### config.mk
export PLATFORM = sky130hd
export DESIGN_NAME = ssac_front
export DESIGN_NICKNAME = d
export VERILOG_FILES = /design/src/rtl/ssac_pkg.sv /design/src/rtl/ssac_front.sv
export SDC_FILE = /design/constraint.sdc
export NUM_CORES = 1
export LEC_CHECK = 0
export ABC_AREA = 1
export CAP_MARGIN = 20
export CORE_MARGIN = 2
export CORE_UTILIZATION = 54
export CTS_CLUSTER_DIAMETER = 60
export CTS_CLUSTER_SIZE = 28
export DETAILED_ROUTE_END_ITERATION = 8
export DONT_BUFFER_PORTS = 1
export PLACE_DENSITY_LB_ADDON = 0.25
export SLEW_MARGIN = 0
export SYNTH_ARGS = -nofsm -noshare
export SYNTH_HDL_FRONTEND = slang
export SYNTH_SLANG_ARGS = --single-unit
### constraint.sdc
create_clock -name clock -period 3.7 [get_ports clock]
set_clock_uncertainty 0.1 [all_clocks]
set_input_delay 0.185 -clock clock [delete_from_list [all_inputs] [get_ports clock]]
set_output_delay 0.185 -clock clock [all_outputs]
set_load 0.005 [all_outputs]
### src/rtl/ssac_pkg.sv
// Shared types, codes and sizes for the swap slot allocator with page checksum.
// Used by every module of the block; depends on nothing.
`timescale 1ns / 1ps

package ssac_pkg;

   localparam int DEF_SLOT_COUNT = 1024;

   localparam int OP_W   = 2;
   localparam int SLOT_W = 10;
   localparam int SUM_W  = 32;
   localparam int STAT_W = 2;

   // Request operations.
   localparam logic [OP_W-1:0] OP_SWAP_OUT = 2'd0;
   localparam logic [OP_W-1:0] OP_SWAP_IN  = 2'd1;
   localparam logic [OP_W-1:0] OP_FREE     = 2'd2;

   // Response status codes.
   localparam logic [STAT_W-1:0] ST_STORED   = 2'd0;
   localparam logic [STAT_W-1:0] ST_FULL     = 2'd1;
   localparam logic [STAT_W-1:0] ST_MATCH    = 2'd2;
   localparam logic [STAT_W-1:0] ST_MISMATCH = 2'd3;

   // Commands handed from the front end to the table engine.
   localparam logic [1:0] CMD_ALLOC  = 2'd0;
   localparam logic [1:0] CMD_CHECK  = 2'd1;
   localparam logic [1:0] CMD_FREE   = 2'd2;
   localparam logic [1:0] CMD_REJECT = 2'd3;

   localparam int QUEUE_DEPTH = 4;
   localparam int QPTR_W      = 2;
   localparam int QCNT_W      = 3;

   typedef struct packed {
      logic [1:0]        kind;
      logic [SLOT_W-1:0] slot;
      logic [SUM_W-1:0]  sum;
   } cmd_type;

   typedef struct packed {
      logic full;
      logic empty;
   } fifo_stat_type;

   typedef struct packed {
      logic clearing;
   } back_stat_type;

endpackage

### src/rtl/ssac_front.sv
// Front end: takes request beats, keeps the running page sum and turns page ends
// and frees into table commands. Depends on ssac_pkg.
`timescale 1ns / 1ps

module ssac_front #(
   parameter int SLOT_COUNT = ssac_pkg::DEF_SLOT_COUNT
) (
   input  logic                          clock,
   input  logic                          reset,
   input  logic                          start,
   output logic                          busy,
   input  logic [ssac_pkg::OP_W-1:0]     req_op,
   input  logic [7:0]                    req_data_byte,
   input  logic                          req_last_byte,
   input  logic [ssac_pkg::SLOT_W-1:0]   req_slot,
   input  ssac_pkg::fifo_stat_type       q_stat,
   input  ssac_pkg::back_stat_type       b_stat,
   output logic                          push,
   output ssac_pkg::cmd_type             push_cmd
);
   import ssac_pkg::*;

   logic [SUM_W-1:0] run_sum_ff, run_sum_in;
   logic [SUM_W-1:0] byte_sum;
   logic             accept;
   logic             slot_ok;

   assign busy     = reset | b_stat.clearing | q_stat.full;
   assign accept   = start & ~busy;
   assign slot_ok  = 32'(req_slot) < 32'(SLOT_COUNT);
   assign byte_sum = run_sum_ff + {{(SUM_W-8){req_data_byte[7]}}, req_data_byte};

   always_comb begin
      run_sum_in    = run_sum_ff;
      push          = 1'b0;
      push_cmd.kind = CMD_ALLOC;
      push_cmd.slot = req_slot;
      push_cmd.sum  = byte_sum;
      if (accept) begin
         case (req_op)
            OP_SWAP_OUT, OP_SWAP_IN: begin
               if (req_last_byte) begin
                  run_sum_in = '0;
                  push       = 1'b1;
                  if (req_op == OP_SWAP_OUT) begin
                     push_cmd.kind = CMD_ALLOC;
                  end else if (slot_ok) begin
                     push_cmd.kind = CMD_CHECK;
                  end else begin
                     push_cmd.kind = CMD_REJECT;
                  end
               end else begin
                  run_sum_in = byte_sum;
               end
            end
            OP_FREE: begin
               push          = slot_ok;
               push_cmd.kind = CMD_FREE;
            end
            default: begin
               push = 1'b0;
            end
         endcase
      end
   end

   always_ff @(posedge clock) begin
      if (reset) begin
         run_sum_ff <= '0;
      end else begin
         run_sum_ff <= run_sum_in;
      end
   end

endmodule

; Yosys cells after proc, flatten, opt, wreduce, memory -nomap -nowiden
; Cells that the tools add are included.
[word_totals]
ff_bits = 32
latch_bits = 0
ram_bits = 0
mem_bits_ro = 0
in_bits = 27
out_inout_bits = 46
wordCells = 19
n_memories = 0
[op_classes]
n_addsub = 1
mul = 0
div = 0
n_lt_le_gt_ge = 0
eq_ne = 2
shift = 0
mux = 8
n_bitwise = 4
reduce_logical = 3
[op_table]
columns = cell, n
row1 = 32-bit adder, 1
row2 = 32-bit two-way mux, 1
row3 = 1-bit two-way mux, 4
row4 = 2-bit one-hot mux with 2 select lines, 1
row5 = "2-bit by 1-bit == test with 1-bit output, second input constant", 1
row6 = "2-bit == test, second input constant", 1
row7 = 2-bit logical NOT, 1
row8 = 2-bit two-way mux, 1
row9 = 1-bit bitwise OR, 2
row10 = 1-bit one-hot mux with 2 select lines, 1
row11 = 2-bit AND reduction, 1
row12 = 2-bit OR reduction, 1
row13 = 1-bit bitwise AND, 1
row14 = 1-bit inverter, 1

; Longest topological paths before layout
[depth]
ltp_word = 5
depth_mapped = 14
ltp_nobuf = 14

; Worst setup path after synthesis
; OpenSTA, ideal clock, no wires.
[synth_path]
kind = flip-flop to output port
startpoint = reg run_sum_ff[0]
endpoint = out push_cmd[28] (netlist name)
arrival_ps = 1593
required_ps = 3415
setup_slack_ps = 1822
stages_incl_launch_ff = 10
path_buffers = 0
path_cell_list = dfxtp_1 > ha_1 > fa_1 > nand3_1 > nand3_1 > nand3_1 > nand3_2 > nand2_1 > nand3_1 > and2_1
[synth_rtl]
columns = element, line
row1 = from (decl), ssac_front.sv:23  ; logic [SUM_W-1:0] run_sum_ff, run_sum_in;
row2 = from (signal assigned), ssac_front.sv:71  ; run_sum_ff <= run_sum_in;
row3 = to (decl), ssac_front.sv:19  ; output ssac_pkg::cmd_type push_cmd

==> flow_metrics.tcl <==
set metrics [dict create \
    largest_reg_flops 32 \
    die_h_um 87.1 \
    worst_hold_slack_ns 0.0521 \
    synth_top_family_by_area "simple AND/OR/NAND/NOR gates" \
    min_period_over_period 0.664 \
    syn_nets 721 \
    crit_fanout 3 \
    r2r-start "run_sum_ff[0]" \
    r2r_end "run_sum_ff[16]" \
    top_regs "run_sum_ff (32)" \
    fill_cells 705 \
    wl_per_cell_um 12.8 \
    crit_chain "ha_1, fa_1, nand3_1, nand3_1, nand3_1, nand3_2, nand2_1, nand3_1, and2_1" \
    cp-endpoint "push_cmd[28]" \
    synth-seq-cells 32 \
    power.density_nw_per_um2 207 \
    area_delta_synth_final_pct 2.35 \
    setup_viol 0 \
    tightest_slew_ns 0.794 \
    path_class "reg2out" \
    fp-row-count 30 \
    r2r_cells 11 \
    die_w_um 87.1 \
    crit_family "simple AND/OR/NAND/NOR gates" \
    start_util 0.555 \
    cp_slowest_cell "fa_1" \
    num_antenna_cells 0 \
    crit_start "run_sum_ff[0]" \
    hold_viol 0 \
    fmax_ghz 0.407 \
    drt_pre_antenna_iters 5 \
    layout-drive-gt1-share 0.0630 \
    die_area_um2 7580 \
    use_met2 0.432 \
    hp-class "in2reg" \
    grt_most_used_layer "met2" \
    drt_iter0_markers 170 \
    cts_setup_buffers 0 \
    tns_ns 0 \
    cts_resized 0 \
    syn_area_um2 3730 \
    ys_seq_area_frac 0.172 \
    syn_avg_cell_area_um2 5.63 \
    numCtsBuffers 5 \
    yosys.area_share.simple 0.441 \
    cts.clk_slew.worst_paths_ns 0.09 \
    vias 3723 \
    irDropWorstVdd_mv 0.158 \
    cp_num_cells 9 \
    start_kind "register" \
    muxShareOfSynthArea 0 \
    dpl.cell_count 722 \
    design.core.area_um2 6720 \
    gr-usage-met1 0.336 \
    status "finished clean" \
    route.detailed.drc 0 \
    timing.critical_path.slowest_cell_delay_ns 0.44 \
    place.gp.congestion 0.916 \
    grtUsageTotal 0.257 \
    ys_types 29 \
    synthAdderAreaFrac 0.109 \
    dpl.hpwl_mm 7.35 \
    cp_num_buf_inv 0 \
    use_met3 0.0379 \
    top_register "run_sum_ff" \
    viasPerCell 5.09 \
    final_common_cell "nand2_1" \
    grt_start_max_net_pins 34 \
    post-route-util 0.568 \
    r2r_slack_ns 1.61 \
    yosys_warnings 0 \
    maxCapViolations 0 \
    fin_crit_ns 2.46 \
    rsz0062_at_grt "false" \
    layout_common_cells "nand2_1 (267), inv_1 (116), a21oi_1 (52), nor2_1 (38), nand3_1 (37)" \
    h-tree-depth 2 \
    finalMaxSlewViolations 0 \
    num_io_pins 73 \
    synth_compound_area_frac 0.0779 \
    ant_nets 0 \
    grt_pass1_wl_mm 15.3 \
    synthXorXnorAreaFrac 0.0436 \
    gr-total-overflow 0 \
    crit_arrival_ns 2.17 \
    grt_pass1_vias 3332 \
    clock_path_buffers 2 \
    routed_wl_mm 9.36 \
    clkSinkCount 32 \
    antenna_found_initial 0 \
    finalPower_mw 0.791 \
    fin_nets 709 \
    max-slew-margin-rel 0.469 \
    leakagePower_nw 2.19 \
    io_buffers 0 \
    cts_tree "yes" \
    clockRootBuffer "clkbuf_8" \
    crit_top_cell "nand3_1" \
    finalNonFillerCells 731 \
    required_ns 3.41 \
    end_kind "output pin" \
    clock_latency_ns 0.30 \
    synth_cells 662 \
]
-- what timing repair did --
| action | CTS | global route |
|---|---|---|
| hold endpoints to repair | 32 | 0 |
| hold buffers | 1 | 0 |
| endpoints found under the setup margin | 0 | 0 |
-- layer usage --
metal | vias to the layer above | share of wire
li1 | 1976 | -
met1 | 1626 | 0.46
met2 | 102 | 0.46
met3 | 19 | 0.055
met4 | 0 | 0.024
met5 | - | 0
-- worst register-to-register path: stages, from the launching register on --
cell and delay [ns]:
dfxtp_1 0.32, ha_1 0.20, fa_1 0.44, nand3_1 0.10, nand3_1 0.13, nand2_1 0.11, nand2_2 0.10, nand3_1 0.11
nand2_2 0.07, xor2_2 0.16, nand2_1 0.07, a21oi_1 0.14
-- power breakdown --
part           internal, mW  leakage [nW]  switching (mW)  total, mW
clock network         0.149        0.0510           0.152      0.301
logic                0.0470          1.88          0.0946      0.142
registers             0.347         0.258         0.00140      0.348
-- kinds of logic after synthesis --
logic type,after synthesis
flops,32
compound gates,56
simple gates,384
fa+ha+maj,32
xor+xnor,16
buf+inv,142
-- layout make-up --
class	instances	area, µm²	area share
Tap cell	80	100	0.0262
Clock buffer	6	82.6	0.0216
Multi-Input combinational cell	488	2500	0.656
Sequential cell	32	641	0.168
Timing Repair Buffer	1	20.0	0.00525
Inverter	122	458	0.120
Clock inverter	2	10.0	0.00262
-- synth_stat cells --
| cell type | number | area [µm²] |
|---|---|---|
| a21o_1 | 1 | 7.51 |
| xor2_2 | 3 | 48.8 |
| nor2_4 | 2 | 22.5 |
| dfxtp_1 | 32 | 641 |
| nand3b_1 | 2 | 15.0 |
| clkbuf_1 | 6 | 22.5 |
| o21bai_1 | 2 | 15.0 |
| and2_1 | 15 | 93.8 |
| inv_2 | 6 | 22.5 |
| nor2_2 | 4 | 25.0 |
| a21oi_1 | 52 | 260 |
| nand3_2 | 2 | 20.0 |
| nand2_2 | 10 | 62.6 |
| nand3_1 | 37 | 185 |
| nand3b_4 | 1 | 20.0 |
| xor2_1 | 12 | 105 |
| ha_1 | 31 | 388 |
| nand4_1 | 1 | 6.26 |
| nand2_1 | 267 | 1000 |
| nor3_1 | 1 | 5.00 |
| fa_1 | 1 | 20.0 |
| buf_2 | 1 | 5.00 |
| o31ai_1 | 1 | 7.51 |
| buf_4 | 13 | 97.6 |
| xnor2_1 | 1 | 8.76 |
| inv_1 | 116 | 435 |
| nor3_2 | 3 | 30.0 |
| nand4_2 | 1 | 12.5 |
| nor2_1 | 38 | 143 |
-- worst min path at each step --
stage	from	to	slack, ns	depth (start not counted)
5_1_grt	reset	run_sum_ff[29]	0.06	2
2_1_floorplan	req_last_byte	run_sum_ff[17]	0.28	3
6_report	reset	run_sum_ff[29]	0.05	2
4_1_cts	reset	run_sum_ff[24]	0.05	2
3_5_place_dp	reset	run_sum_ff[2]	0.16	1
3_3_place_gp	reset	run_sum_ff[1]	0.16	1
-- stage by stage --
step                      instance area, µm²  setup WS, ns
after floorplan                         3730          1.82
after global placement                  3700          1.57
after detailed placement                3700          1.56
after CTS                               3810          1.23
after global routing                    3810          1.06
final                                   3810          1.24
(Power assumes the default switching activity.)
