<file path="config.mk">
export PLATFORM = sky130hd
export DESIGN_NAME = ssac_fifo
export DESIGN_NICKNAME = d
export VERILOG_FILES = /design/src/rtl/ssac_pkg.sv /design/src/rtl/ssac_fifo.sv
export SDC_FILE = /design/constraint.sdc
export NUM_CORES = 1
export LEC_CHECK = 0
export BUFFER_PORTS_ARGS = -buffer_cell sky130_fd_sc_hd__buf_2
export CAP_MARGIN = 20
export CORE_ASPECT_RATIO = 1.2
export CORE_MARGIN = 2
export CORE_UTILIZATION = 30
export DETAILED_ROUTE_END_ITERATION = 10
export GPL_TIMING_DRIVEN = 0
export SLEW_MARGIN = 20
export SYNTH_ARGS = -nofsm -noshare
export SYNTH_HDL_FRONTEND = slang
export SYNTH_SLANG_ARGS = --single-unit
</file>
<file path="constraint.sdc">
create_clock -name clock -period 2.49 [get_ports clock]
set_input_delay 0.1245 -clock clock [delete_from_list [all_inputs] [get_ports clock]]
set_output_delay 0.1245 -clock clock [all_outputs]
set_load 0.01 [all_outputs]
</file>
<file path="src/rtl/ssac_pkg.sv">
// Shared types, codes and sizes for the swap slot allocator with page checksum.
// Used by every module of the block; depends on nothing.
`timescale 1ns / 1ps

package ssac_pkg;

   localparam int DEF_SLOT_COUNT = 1024;

   localparam int OP_W   = 2;
   localparam int SLOT_W = 10;
   localparam int SUM_W  = 32;
   localparam int STAT_W = 2;

   // Request operations.
   localparam logic [OP_W-1:0] OP_SWAP_OUT = 2'd0;
   localparam logic [OP_W-1:0] OP_SWAP_IN  = 2'd1;
   localparam logic [OP_W-1:0] OP_FREE     = 2'd2;

   // Response status codes.
   localparam logic [STAT_W-1:0] ST_STORED   = 2'd0;
   localparam logic [STAT_W-1:0] ST_FULL     = 2'd1;
   localparam logic [STAT_W-1:0] ST_MATCH    = 2'd2;
   localparam logic [STAT_W-1:0] ST_MISMATCH = 2'd3;

   // Commands handed from the front end to the table engine.
   localparam logic [1:0] CMD_ALLOC  = 2'd0;
   localparam logic [1:0] CMD_CHECK  = 2'd1;
   localparam logic [1:0] CMD_FREE   = 2'd2;
   localparam logic [1:0] CMD_REJECT = 2'd3;

   localparam int QUEUE_DEPTH = 4;
   localparam int QPTR_W      = 2;
   localparam int QCNT_W      = 3;

   typedef struct packed {
      logic [1:0]        kind;
      logic [SLOT_W-1:0] slot;
      logic [SUM_W-1:0]  sum;
   } cmd_type;

   typedef struct packed {
      logic full;
      logic empty;
   } fifo_stat_type;

   typedef struct packed {
      logic clearing;
   } back_stat_type;

endpackage

</file>
<file path="src/rtl/ssac_fifo.sv">
// Short command queue between the front end and the table engine.
// Depends on ssac_pkg for the command type and queue size.
`timescale 1ns / 1ps

module ssac_fifo (
   input  logic                    clock,
   input  logic                    reset,
   input  logic                    push,
   input  ssac_pkg::cmd_type       push_cmd,
   input  logic                    pop,
   output ssac_pkg::cmd_type       head_cmd,
   output ssac_pkg::fifo_stat_type stat
);
   import ssac_pkg::*;

   cmd_type             entries_ff [QUEUE_DEPTH];
   logic [QPTR_W-1:0]   wr_ptr_ff, wr_ptr_in;
   logic [QPTR_W-1:0]   rd_ptr_ff, rd_ptr_in;
   logic [QCNT_W-1:0]   count_ff, count_in;

   assign stat.full  = count_ff == QCNT_W'(QUEUE_DEPTH);
   assign stat.empty = count_ff == '0;
   assign head_cmd   = entries_ff[rd_ptr_ff];

   always_comb begin
      wr_ptr_in = push ? wr_ptr_ff + QPTR_W'(1) : wr_ptr_ff;
      rd_ptr_in = pop  ? rd_ptr_ff + QPTR_W'(1) : rd_ptr_ff;
      count_in  = count_ff;
      if (push && !pop) begin
         count_in = count_ff + QCNT_W'(1);
      end else if (pop && !push) begin
         count_in = count_ff - QCNT_W'(1);
      end
   end

   always_ff @(posedge clock) begin
      if (reset) begin
         wr_ptr_ff <= '0;
         rd_ptr_ff <= '0;
         count_ff  <= '0;
      end else begin
         wr_ptr_ff <= wr_ptr_in;
         rd_ptr_ff <= rd_ptr_in;
         count_ff  <= count_in;
      end
   end

   always_ff @(posedge clock) begin
      if (push) begin
         entries_ff[wr_ptr_ff] <= push_cmd;
      end
   end

`ifndef SYNTHESIS
   a_no_push_full: assert property (@(posedge clock) disable iff (reset)
      !(push && stat.full))
      else $error("command queue written while full");
   a_no_pop_empty: assert property (@(posedge clock) disable iff (reset)
      !(pop && stat.empty))
      else $error("command queue read while empty");
   a_count_grows: assert property (@(posedge clock) disable iff (reset)
      (push && !pop) |=> count_ff == $past(count_ff) + QCNT_W'(1))
      else $error("command queue count did not follow a lone write");
`endif

endmodule

</file>
# Word level (Yosys, flattened, before mapping)
# Memory sizes are Yosys's and may differ from the RTL's. A register that Yosys moved wholly into a read port is not among the register bits.
# Cells that the tools add are included.
dict set report word_totals {
  reg_bits 7
  latchBits 0
  mem_bits_rw 176
  romBits 0
  in_bits 48
  out_inout_bits 46
  wordCells 21
  n_memories 1
}
# name depth width rd rd_ports_with_merged_regs wr line_no
set mem_list {}
lappend mem_list {entries_ff 4 44 1 1 1 ssac_fifo.sv:16} ;# cmd_type entries_ff [QUEUE_DEPTH];
dict set report classes {
  n_addsub 4
  n_mul 0
  div_mod_pow 0
  magnitude_cmp 0
  eq_ne 1
  n_shift 0
  muxes 6
  bitwise_logic 0
  reduce_logical 6
}
# op n
set ops {}
lappend ops {{$mux 3} 2}
lappend ops {{$add 2x1->2 const B} 2}
lappend ops {{$mux 2} 2}
lappend ops {{$add 3x1->3 const B} 1}
lappend ops {{$eq 3x3->1 const B} 1}
lappend ops {{$logic_not 3->1} 1}
lappend ops {{$sub 3x1->3 const B} 1}
lappend ops {{$logic_and 1x1->1} 2}
lappend ops {{$logic_not 1->1} 2}
lappend ops {{$mux 1} 2}
lappend ops {{$reduce_bool 2->1} 1}

# Logic depth before layout (Yosys ltp)
# Gate-level depths: netlist (run 1).
dict set report depth {
  depth_word 4
  depth_mapped 7
  depth_no_buf 7
}

# Worst setup path after synthesis (run 1)
# OpenSTA, ideal clock, no wires.
dict set report synth_timing {
  kind {reg-to-reg}
  startpoint {register wr_ptr_ff[0]}
  endpoint {memory entries_ff[2][0] in the netlist's numbering, enable pin}
  setup_ns 0.406
  t_arrival_ns 1.600
  required_time_ns 2.084
  setup_slack_ns 0.484
  stages_incl_launch_ff 4
  path_buffers 0
  period_less_slack_ns 2.006
  cell_sequence {dfxtp_1 -> inv_1 -> ha_1 -> and2_1}
}
# element line_no
set synth_lines {}
lappend synth_lines {{start: declaration} ssac_fifo.sv:17} ;# logic [QPTR_W-1:0] wr_ptr_ff, wr_ptr_in;
lappend synth_lines {{start signal: assignment} ssac_fifo.sv:42} ;# wr_ptr_ff <= wr_ptr_in;
lappend synth_lines {{end: declaration} ssac_fifo.sv:16}
# No word-level cell before the write port.

==> impl_metrics.tcl, run 1 <==
set metrics [dict create \
    clk_pin_slew_ns 0.07 \
    hpwlAfterDp_um 7982 \
    globalplace.congestion 0.6239 \
    synthTopCellsByCount "edfxtp_1 (176), mux4_2 (40), dfxtp_1 (9)" \
    viasPerCell 4.444 \
    cp.required_ns 2.37 \
    num_vias 3226 \
    p_total_mw 7.206 \
    drtIter0Drc 180 \
    grt_usage_pct 11.22 \
    hold_path_class "input port to flop" \
    rr_worst_depth 4 \
    cts_tree "done" \
    critPathCapture "head_cmd[17]" \
    area_delta_synth_final_pct 28.75 \
    setup_viol 0 \
    rr_endpoint "entries_ff[0][13]$_DFFE_PP_" \
    status "finished clean" \
    place_ws_ns 0.8341 \
    cts_resized 0 \
    fin_ws_ns 0.5459 \
    drt-total-wl_um 12790 \
    cts_buffer_depth 2 \
    ioPinCount 94 \
    end_kind "primary output" \
    syn_area_um2 6837 \
    ys_top_cells_by_area "edfxtp_1 (77%), mux4_2 (13%), dfxtp_1 (2.6%)" \
    holdBufCountCts 44 \
    synthCells 274 \
    clock_latency_ns 0.41 \
    final_util_pct 39.35 \
    p_leak_nw 3.021 \
    syn_nets 328 \
    cts_setup_buffers 0 \
    ir_drop_v 0.0004322 \
    port_buffers 92 \
    final_layout_size_suffix_gt1_share_pct 40.13 \
    tightest_slew_ns 0.3838 \
    multi_input_area_um2 1246 \
    cp.arrival_ns 1.82 \
    drtPass1Iterations 4 \
    yosysTopAreaCell "edfxtp_1" \
    cts_root_buf "clkbuf_16" \
    cts_buffers 17 \
    coreArea_um2 22370 \
    critPathKind "flop to primary output" \
    n_fill_cell 2018 \
    cts_sinks 185 \
    antenna_found_initial 1 \
    grt_overflow 0 \
    reg2reg_from "wr_ptr_ff[0]$_SDFFE_PP0P_" \
    hold_viol 0 \
    synth_ff_type "edfxtp_1" \
    drcViolationCount 0 \
    ys.warnings.count 0 \
    wl_per_cell_um 17.62 \
    cp_max_fo 10 \
    grt_max_degree 33 \
    min_path_cells 3 \
    nNetsFinal 487 \
    max_freq_mhz 514.4 \
    tns_ns 0 \
    timing.hold.ws_ns 0.03372 \
    die_area_um2 24020 \
    synth_most_common_cell "edfxtp_1" \
    max-slew-margin-rel_pct 74.42 \
    rsz0062_at_grt "false" \
    synth_edf_count 176 \
    grt_pass1_wl_um 19840 \
    first_global_vias 3552 \
    final_max_slew_viol_count 0 \
    period_share_pct 78.08 \
    critPathLaunchType "flop" \
    period_needed_ns 1.944 \
    async_flop_share_pct 0 \
    htree_num_levels 4 \
    place_area_um2 7736 \
    layoutNonFillerInstCount 726 \
    clock_skew_ns 0.008317 \
    drtAntennaViolNets 0 \
    ys_ff_latch 185 \
    p_per_area_nw_per_um2 818.6 \
    ys_seq_area_share_pct 79.94 \
    die_w_um 141.8 \
    max_cap_violations 0 \
    synthDistinctLibCells 23 \
    regArea_um2 5465 \
    yosysTopAreaCellShare_pct 77.31 \
    start_util_pct 30.56 \
    dp_cells 649 \
    avgSynthCellArea_um2 24.95 \
    std_cell_rows 60 \
    fin_area_um2 8802 \
    reg2reg_slack_ns 0.96 \
    chipHeight_um 169.4 \
]
metal layers:
| layer | vias to the layer above | routed length (um) | GRT usage, % |
|---|---|---|---|
| met1 | 1676 | 5610 | 13.64 |
| met3 | 9 | 474 | 2.427 |
| met4 | 0 | 182 | 4.826 |
| met5 | - | 0 | 0 |
| li1 | 1476 | - | - |
| met2 | 65 | 6524 | 19.29 |
how the worst min path moves through the flow:
stage	from	end	slack, ns
floorplan	push_cmd[0]	entries_ff[0][0]$_DFFE_PP_	0.22
global placement	push_cmd[12]	entries_ff[1][12]$_DFFE_PP_	0.33
detailed placement	push_cmd[27]	entries_ff[0][27]$_DFFE_PP_	0.34
CTS	pop	rd_ptr_ff[0]$_SDFFE_PP0P_	0.006
global route	pop	rd_ptr_ff[0]$_SDFFE_PP0P_	0.04
finish	pop	rd_ptr_ff[0]$_SDFFE_PP0P_	0.03
where the power goes:
group | switching (mW) | leakage [nW] | internal [mW]
sequential | 0.0420 | 1.69 | 3.57
combinational | 0.377 | 1.03 | 0.388
clock | 1.14 | 0.298 | 1.70
total | 1.56 | 3.02 | 5.65
worst max-delay path, cell delays in order (launching register included):
cell      delay [ns]
dfxtp_1         0.31
clkbuf_2        0.23
buf_2           0.34
mux4_2          0.37
buf_2           0.16
placed cells by master (no fill, tap or decap), types with 2 or more instances in the layout:
master / n
edfxtp_1: 176
and2_4: 4
ha_1: 5
buf_12: 8
dfxtp_1: 9
inv_6: 3
nor2_1: 7
dlygate4sd3_1: 44
buf_2: 96
mux4_2: 40
xnor2_1: 2
xor2_1: 3
inv_1: 4
mux2i_1: 2
bufinv_16: 4
clkinvlp_4: 2
clkbuf_16: 17
clkbuf_1: 3
mux4_1: 4
layout make-up:
type	instances	area share, %
diodes	1	0.02843
plain buffers	11	1.365
clock buffers	19	4.918
clock inverters	13	2.161
inverters	4	0.1706
multi-input cells	74	14.16
flip-flops and latches	185	62.09
well taps	279	3.966
repair buffers	140	11.14
state kept, by name, summed over array words and instances (netlist names), named ones only:
| name | cells |
|---|---|
| count_ff | 3 |
| entries_ff | 176 |
| rd_ptr_ff | 2 |
| wr_ptr_ff | 2 |
logic make-up after synthesis:
group	count (synthesis)	synth area share [%]
adders and majority gates	6	1.208
xor gates and xnor gates	5	0.6407
AOI/OAI and AO/OA	2	0.1463
muxes	46	15.01
and+or+nand+nor	15	1.080
DFF	185	79.94
buffers and inverters	15	1.976
Note: power is estimated with default switching activity, not from simulation.
==> run 2: changes to the inputs <==
==> constraint.sdc (replaced) <==
create_clock -name clock -period 1.6 [get_ports clock]
set_input_delay 0.08 -clock clock [delete_from_list [all_inputs] [get_ports clock]]
set_output_delay 0.08 -clock clock [all_outputs]
set_load 0.01 [all_outputs]
==> run 2 against run 1 <==
  * Global-route usage increased by 0.94 points
  * Final area grew 1.7%
  * Register-to-register slack got worse by 0.84 ns
  * The run now ends with setup timing left
  * Wire length up 7.7%
  * Clock-buffer cell count stayed put
  * Largest power group unchanged
  * Worst hold slack gained 0.043 ns
  * Sequential cell count unchanged
  * First-iteration DRC count is 16% lower
  * Worst setup slack worse by 0.78 ns
==> impl_metrics.tcl, run 2 (synthesis gave the netlist of run 1 again) <==
set metrics [dict create \
    hold_viol 0 \
    cts_sinks 185 \
    fin_ws_ns -0.2359 \
    gr-usage-met2_pct 21.76 \
    fin_area_um2 8952 \
    clk_pin_slew_ns 0.07 \
    grtUsageMet1_pct 14.11 \
    max_cap_violations 0 \
    drtPass1Iterations 4 \
    ir_drop_v 0.0006777 \
    critPathLaunchType "flop" \
    swShare_pct 22.53 \
    period_needed_ns 1.836 \
    drtAntennaViolNets 0 \
    power.internal_mw 8.470 \
    start_util_pct 30.56 \
    met3_usage_pct 2.765 \
    clock_skew_ns 0.008208 \
    ioPinCount 94 \
    tns_ns -8.664 \
    chipHeight_um 169.4 \
    status "finished, violations left" \
    layout_common_cells "edfxtp_1 (176), buf_2 (63), dlygate4sd3_1 (47)" \
    grt_pass1_wl_um 20970 \
    max-slew-margin-rel_pct 70.98 \
    drtIter0Drc 152 \
    drt-total-wl_um 13770 \
    antenna_found_initial 0 \
    std_cell_rows 60 \
    p_switching_mw 2.463 \
    area_delta_synth_final_pct 30.95 \
    grt.busiest_layer "met2" \
    hpwlAfterDp_um 7624 \
    port_buffers 92 \
    die_area_um2 24020 \
    tightest_slew_ns 0.4354 \
    antennaDiodeCount 0 \
    grt_overflow 0 \
    critPathKind "flop to primary output" \
    first_global_vias 3616 \
    max_freq_mhz 544.7 \
    die_w_um 141.8 \
    num_vias 3310 \
    hold_path_class "input port to flop" \
    largest_reg_flops 176 \
    period_share_pct 114.7 \
    p_per_area_nw_per_um2 1221 \
    htree_num_levels 4 \
    pwr-share-clk_pct 35.8 \
    grt_usage_pct 12.16 \
    top_regs "entries_ff x176, count_ff x3" \
    cp.required_ns 1.52 \
    cts_buffer_depth 2 \
    setup_viol 44 \
    wl_per_cell_um 18.84 \
    final_util_pct 40.02 \
    final_max_slew_viol_count 0 \
    cp_max_fo 10 \
    drcViolationCount 0 \
    layout_commonest_cell "edfxtp_1" \
    final_layout_size_suffix_gt1_share_pct 41.59 \
    rsz0062_at_grt "true" \
    cts_root_buf "clkbuf_16" \
    top_register "entries_ff" \
    combPwrFrac_pct 12.8 \
    cts_tree "done" \
    cp.arrival_ns 1.76 \
    seqPwrFrac_pct 51.4 \
    coreArea_um2 22370 \
    viasPerCell 4.528 \
    grt_max_degree 23 \
    timing.hold.ws_ns 0.07657 \
    end_kind "primary output" \
    globalplace.congestion 0.6874 \
    failed_checks "setup timing" \
    p_leak_nw 3.061 \
    cts_buffers 17 \
    clock_latency_ns 0.42 \
    place_area_um2 7656 \
    nNetsFinal 494 \
]
==> run 2: cell types whose count changed in the layout (fill, tap and decap cells not counted), moves of 2 or more <==
cell and delta:
and2_4 +4, buf_2 -33, dlygate4sd3_1 +3, mux4_1 -4, bufinv_16 -3, buf_12 -3, buf_4 +4, clkinv_4 +2
mux4_2 +4, buf_6 +33
==> run 2: path summary, 6_finish.rpt <==
kind                                          startpoint                   endpoint  slack (ns)  cells past startpoint
worst max-delay path                                flop               head_cmd[11]       -0.24                      4
worst min-delay path                                 pop  rd_ptr_ff[1]$_SDFFE_PP0P_        0.08                      4
worst min register to register  count_ff[2]$_SDFFE_PP0P_   count_ff[2]$_SDFFE_PP0P_        0.53                      2
worst max register to register  count_ff[0]$_SDFFE_PP0P_   count_ff[2]$_SDFFE_PP0P_        0.12                      4
==> run 2: timing repair <==
action	4_1_cts	5_1_grt
hold endpoints to repair	180	0
hold buffers	47	0
gates cloned	4	0
gates resized for setup	29	23
setup endpoints to repair	220	45
setup buffers	2	2
==> run 2: critical path, stage by stage, from the launching register on <==
cell and delay, ns:
dfxtp_2 0.34, buf_12 0.14, buf_12 0.16, mux4_2 0.54, buf_6 0.14
==> run 2: power groups by stage <==
stage          Clock (mW)  Combinational, mW  Sequential, mW
3_3_place_gp            0               1.08            5.71
4_1_cts              4.05               1.35            5.62
3_5_place_dp            0               1.11            5.73
6_report             3.92               1.40            5.62
5_1_grt              4.22               1.51            5.64
2_1_floorplan           0              0.670            5.71
==> run 2: area by class of cell <==
type	count	area, um^2
plain buffers	11	153.9
clock buffers	19	432.9
clock inverters	12	117.6
fillers	2038	13420
inverters	4	15.01
multi-input cells	78	1269
flip-flops and latches	185	5466
well taps	279	349.1
repair buffers	143	1149
==> run 2: stage by stage <==
| step | instances | power, mW | setup slack, ns |
|---|---|---|---|
| after detailed placement | 645 | 6.843 | -0.04638 |
| after CTS | 729 | 11.02 | -0.2806 |
| after global routing | 731 | 11.37 | -0.3062 |
| final | 731 | 10.93 | -0.2359 |
| after global placement | 645 | 6.792 | -0.4257 |
| after floorplan | 274 | 6.376 | 0.06257 |
==> run 2: routing by layer <==
layer	vias to the layer above	wire length, um
met2	83	7386
met3	12	557
met5	-	0
li1	1475	-
met1	1740	5614
met4	0	216
==> run 3: changes to the inputs <==
--- a/config.mk
+++ b/config.mk
@@ -5,6 +5,7 @@
 export SDC_FILE = /design/constraint.sdc
 export NUM_CORES = 1
 export LEC_CHECK = 0
+export ABC_AREA = 1
 export BUFFER_PORTS_ARGS = -buffer_cell sky130_fd_sc_hd__buf_2
 export CAP_MARGIN = 20
 export CORE_ASPECT_RATIO = 1.2
==> run 3 against run 2 <==
  * The flow still finishes with violations (setup timing)
  * Sequential cell count stayed put
  * Clock power is 4% higher
  * Worst hold slack got worse by 0.054 ns
  * Worst setup slack improved by 0.078 ns
  * Clock skew down 0.0018 ns
  * Die area up 3.1%
  * Fmax increased by 4.4%
  * Critical path type unchanged
  * Critical endpoint is now head_cmd[25]
==> impl_metrics.tcl, run 3 <==
set metrics [dict create \
    status "finished, violations left" \
    layout_commonest_cell "edfxtp_1" \
    antenna_found_initial 0 \
    tns_ns -3.799 \
    max_freq_mhz 568.8 \
    layout_common_cells "edfxtp_1 (176), buf_2 (93), nor2_1 (72)" \
    ys_top_cells_by_area "edfxtp_1 (75%), o21ai_0 (6.1%), nor2_1 (4.5%)" \
    nNetsFinal 722 \
    ioPinCount 94 \
    ys.warnings.count 0 \
    path_cells "buf_12 > inv_12 > buf_12 > clkbuf_16 > nor2_2 > o22ai_1 > buf_2" \
    place_ws_ns -0.2966 \
    period_needed_ns 1.758 \
    synthCells 483 \
    top_regs "entries_ff x176, count_ff x3" \
    setup_viol 44 \
    fin_ws_ns -0.1582 \
    p_per_area_nw_per_um2 1141 \
    n_fill_cell 2098 \
    clk_pin_slew_ns 0.07 \
    num_vias 4501 \
    synth_ff_type "edfxtp_1" \
    cp.required_ns 1.52 \
    clock_latency_ns 0.43 \
    yosysTopAreaCellShare_pct 74.93 \
    final_max_slew_viol_count 0 \
    top_register "entries_ff" \
    cts_buffer_depth 2 \
    start_util_pct 30.50 \
    drtPass1Iterations 6 \
    wl_per_cell_um 17.44 \
    cts_sinks 185 \
    synth_most_common_cell "edfxtp_1" \
    die_w_um 144.0 \
    grt_max_degree 26 \
    final_util_pct 42.30 \
    avgSynthCellArea_um2 14.60 \
    synthTopCellsByCount "edfxtp_1 (176), o21ai_0 (86), nor2_1 (84)" \
    antennaDiodeCount 0 \
    hold_viol 0 \
    cts_buffers 17 \
    period_share_pct 109.9 \
    hpwlAfterDp_um 9777 \
    cp_max_fo 7 \
    rsz0062_at_grt "true" \
    cpPeakStageDelay_ns 0.36 \
    syn_nets 537 \
    hold_path_class "input port to flop" \
    drt-total-wl_um 17360 \
    crit_path_frequent_cell "buf_12" \
    drtAntennaViolNets 0 \
    cts_tree "done" \
    end_kind "primary output" \
    ys_seq_area_share_pct 77.49 \
    max-slew-margin-rel_pct 77.37 \
    htree_num_levels 4 \
    drtIter0Drc 309 \
    grt_overflow 0 \
    p_leak_nw 3.492 \
    final_layout_size_suffix_gt1_share_pct 35.59 \
    async_flop_share_pct 0 \
    std_cell_rows 61 \
    cts_root_buf "clkbuf_16" \
    grt_pass1_wl_um 25760 \
    cp.arrival_ns 1.68 \
    port_buffers 93 \
    die_area_um2 24760 \
    critPathKind "flop to primary output" \
    yosysTopAreaCell "edfxtp_1" \
    critPathLaunchType "flop" \
    regArea_um2 5475 \
    largest_reg_flops 176 \
    tightest_slew_ns 0.3387 \
    multi_input_area_um2 1519 \
    first_global_vias 4543 \
    area_delta_synth_final_pct 38.71 \
    synth_edf_count 176 \
    max_cap_violations 0 \
    chipHeight_um 172.0 \
    critPathSlowestCell "dfxtp_4" \
    reg2reg_slack_ns 0.16 \
    drcViolationCount 0 \
    coreArea_um2 23130 \
    ys_ff_latch 185 \
    globalplace.congestion 0.7101 \
    failed_checks "setup timing" \
    viasPerCell 4.524 \
    clock_skew_ns 0.006416 \
    ir_drop_v 0.0007805 \
    grt_usage_pct 14.46 \
    syn_area_um2 7053 \
    synthDistinctLibCells 24 \
]
-- run 3: final cells by class --
cell class,count,share of cell area [%]
Timing Repair inverter,5,0.4220
Multi-Input combinational cell,254,15.53
Tap cell,315,4.029
Clock buffer,17,4.348
Clock inverter,14,1.484
Sequential cell,185,55.97
Buffer,27,3.658
Inverter,17,0.9848
Timing Repair Buffer,161,13.58
-- run 3: logic make-up after synthesis --
logic type,count (synthesis),share of synthesized area (%)
AOI/OAI and AO/OA,140,11.60
and+or+nand+nor,107,6.138
adders and majority gates,6,1.171
DFF,185,77.49
xor gates and xnor gates,1,0.1242
buffers and inverters,44,3.477
-- run 3: worst max-delay path, delay by kind of cell, from the launching register on --
kind / cells / cell delay, ns
buf+inv: 5 / 0.68
flops: 1 / 0.36
compound gates: 1 / 0.16
simple gates: 1 / 0.03
-- run 3: path summary, 6_finish.rpt --
check | cells after the start | from | endpoint
min | 3 | push | wr_ptr_ff[1]$_SDFFE_PP0P_
max | 7 | flop | head_cmd[25]
min reg2reg | 1 | rd_ptr_ff[1]$_SDFFE_PP0P_ | flop
max reg2reg | 4 | wr_ptr_ff[0]$_SDFFE_PP0P_ | entries_ff[0][40]$_DFFE_PP_
-- run 3: power breakdown --
part           total [mW]  internal [mW]  switching (mW)
Sequential           5.59           5.52          0.0671
Combinational        1.50          0.680           0.816
Clock                4.08           2.30            1.78
Total                11.2           8.50            2.66
-- run 3: per-layer routing --
| layer | vias to the layer above | GRT usage, % | share of wire, % |
|---|---|---|---|
| met5 | - | 0 | 0 |
| met4 | 0 | 4.859 | 1.6 |
| met3 | 23 | 3.655 | 3.8 |
| met2 | 92 | 25.03 | 50 |
| met1 | 2207 | 17.61 | 44 |
| li1 | 2179 | - | - |
-- run 3: stage by stage --
step	power, mW	hold slack (ns)	area (um^2)	cells
2_1_floorplan	6.285	0.1524	7081	483
3_3_place_gp	6.770	0.2550	7940	891
3_5_place_dp	6.804	0.2597	8020	895
4_1_cts	11.19	0.003285	9572	992
5_1_grt	11.59	0.02524	9783	995
6_report	11.16	0.02240	9783	995
-- run 3: timing repair --
item / CTS / global route
resized for setup: 94 / 50
buffers inserted: 9 / 1
endpoints found under the hold margin: 184 / 0
setup endpoints to repair: 163 / 69
cloned: 11 / 3
pin swaps: 11 / 26
hold buffers: 46 / 0
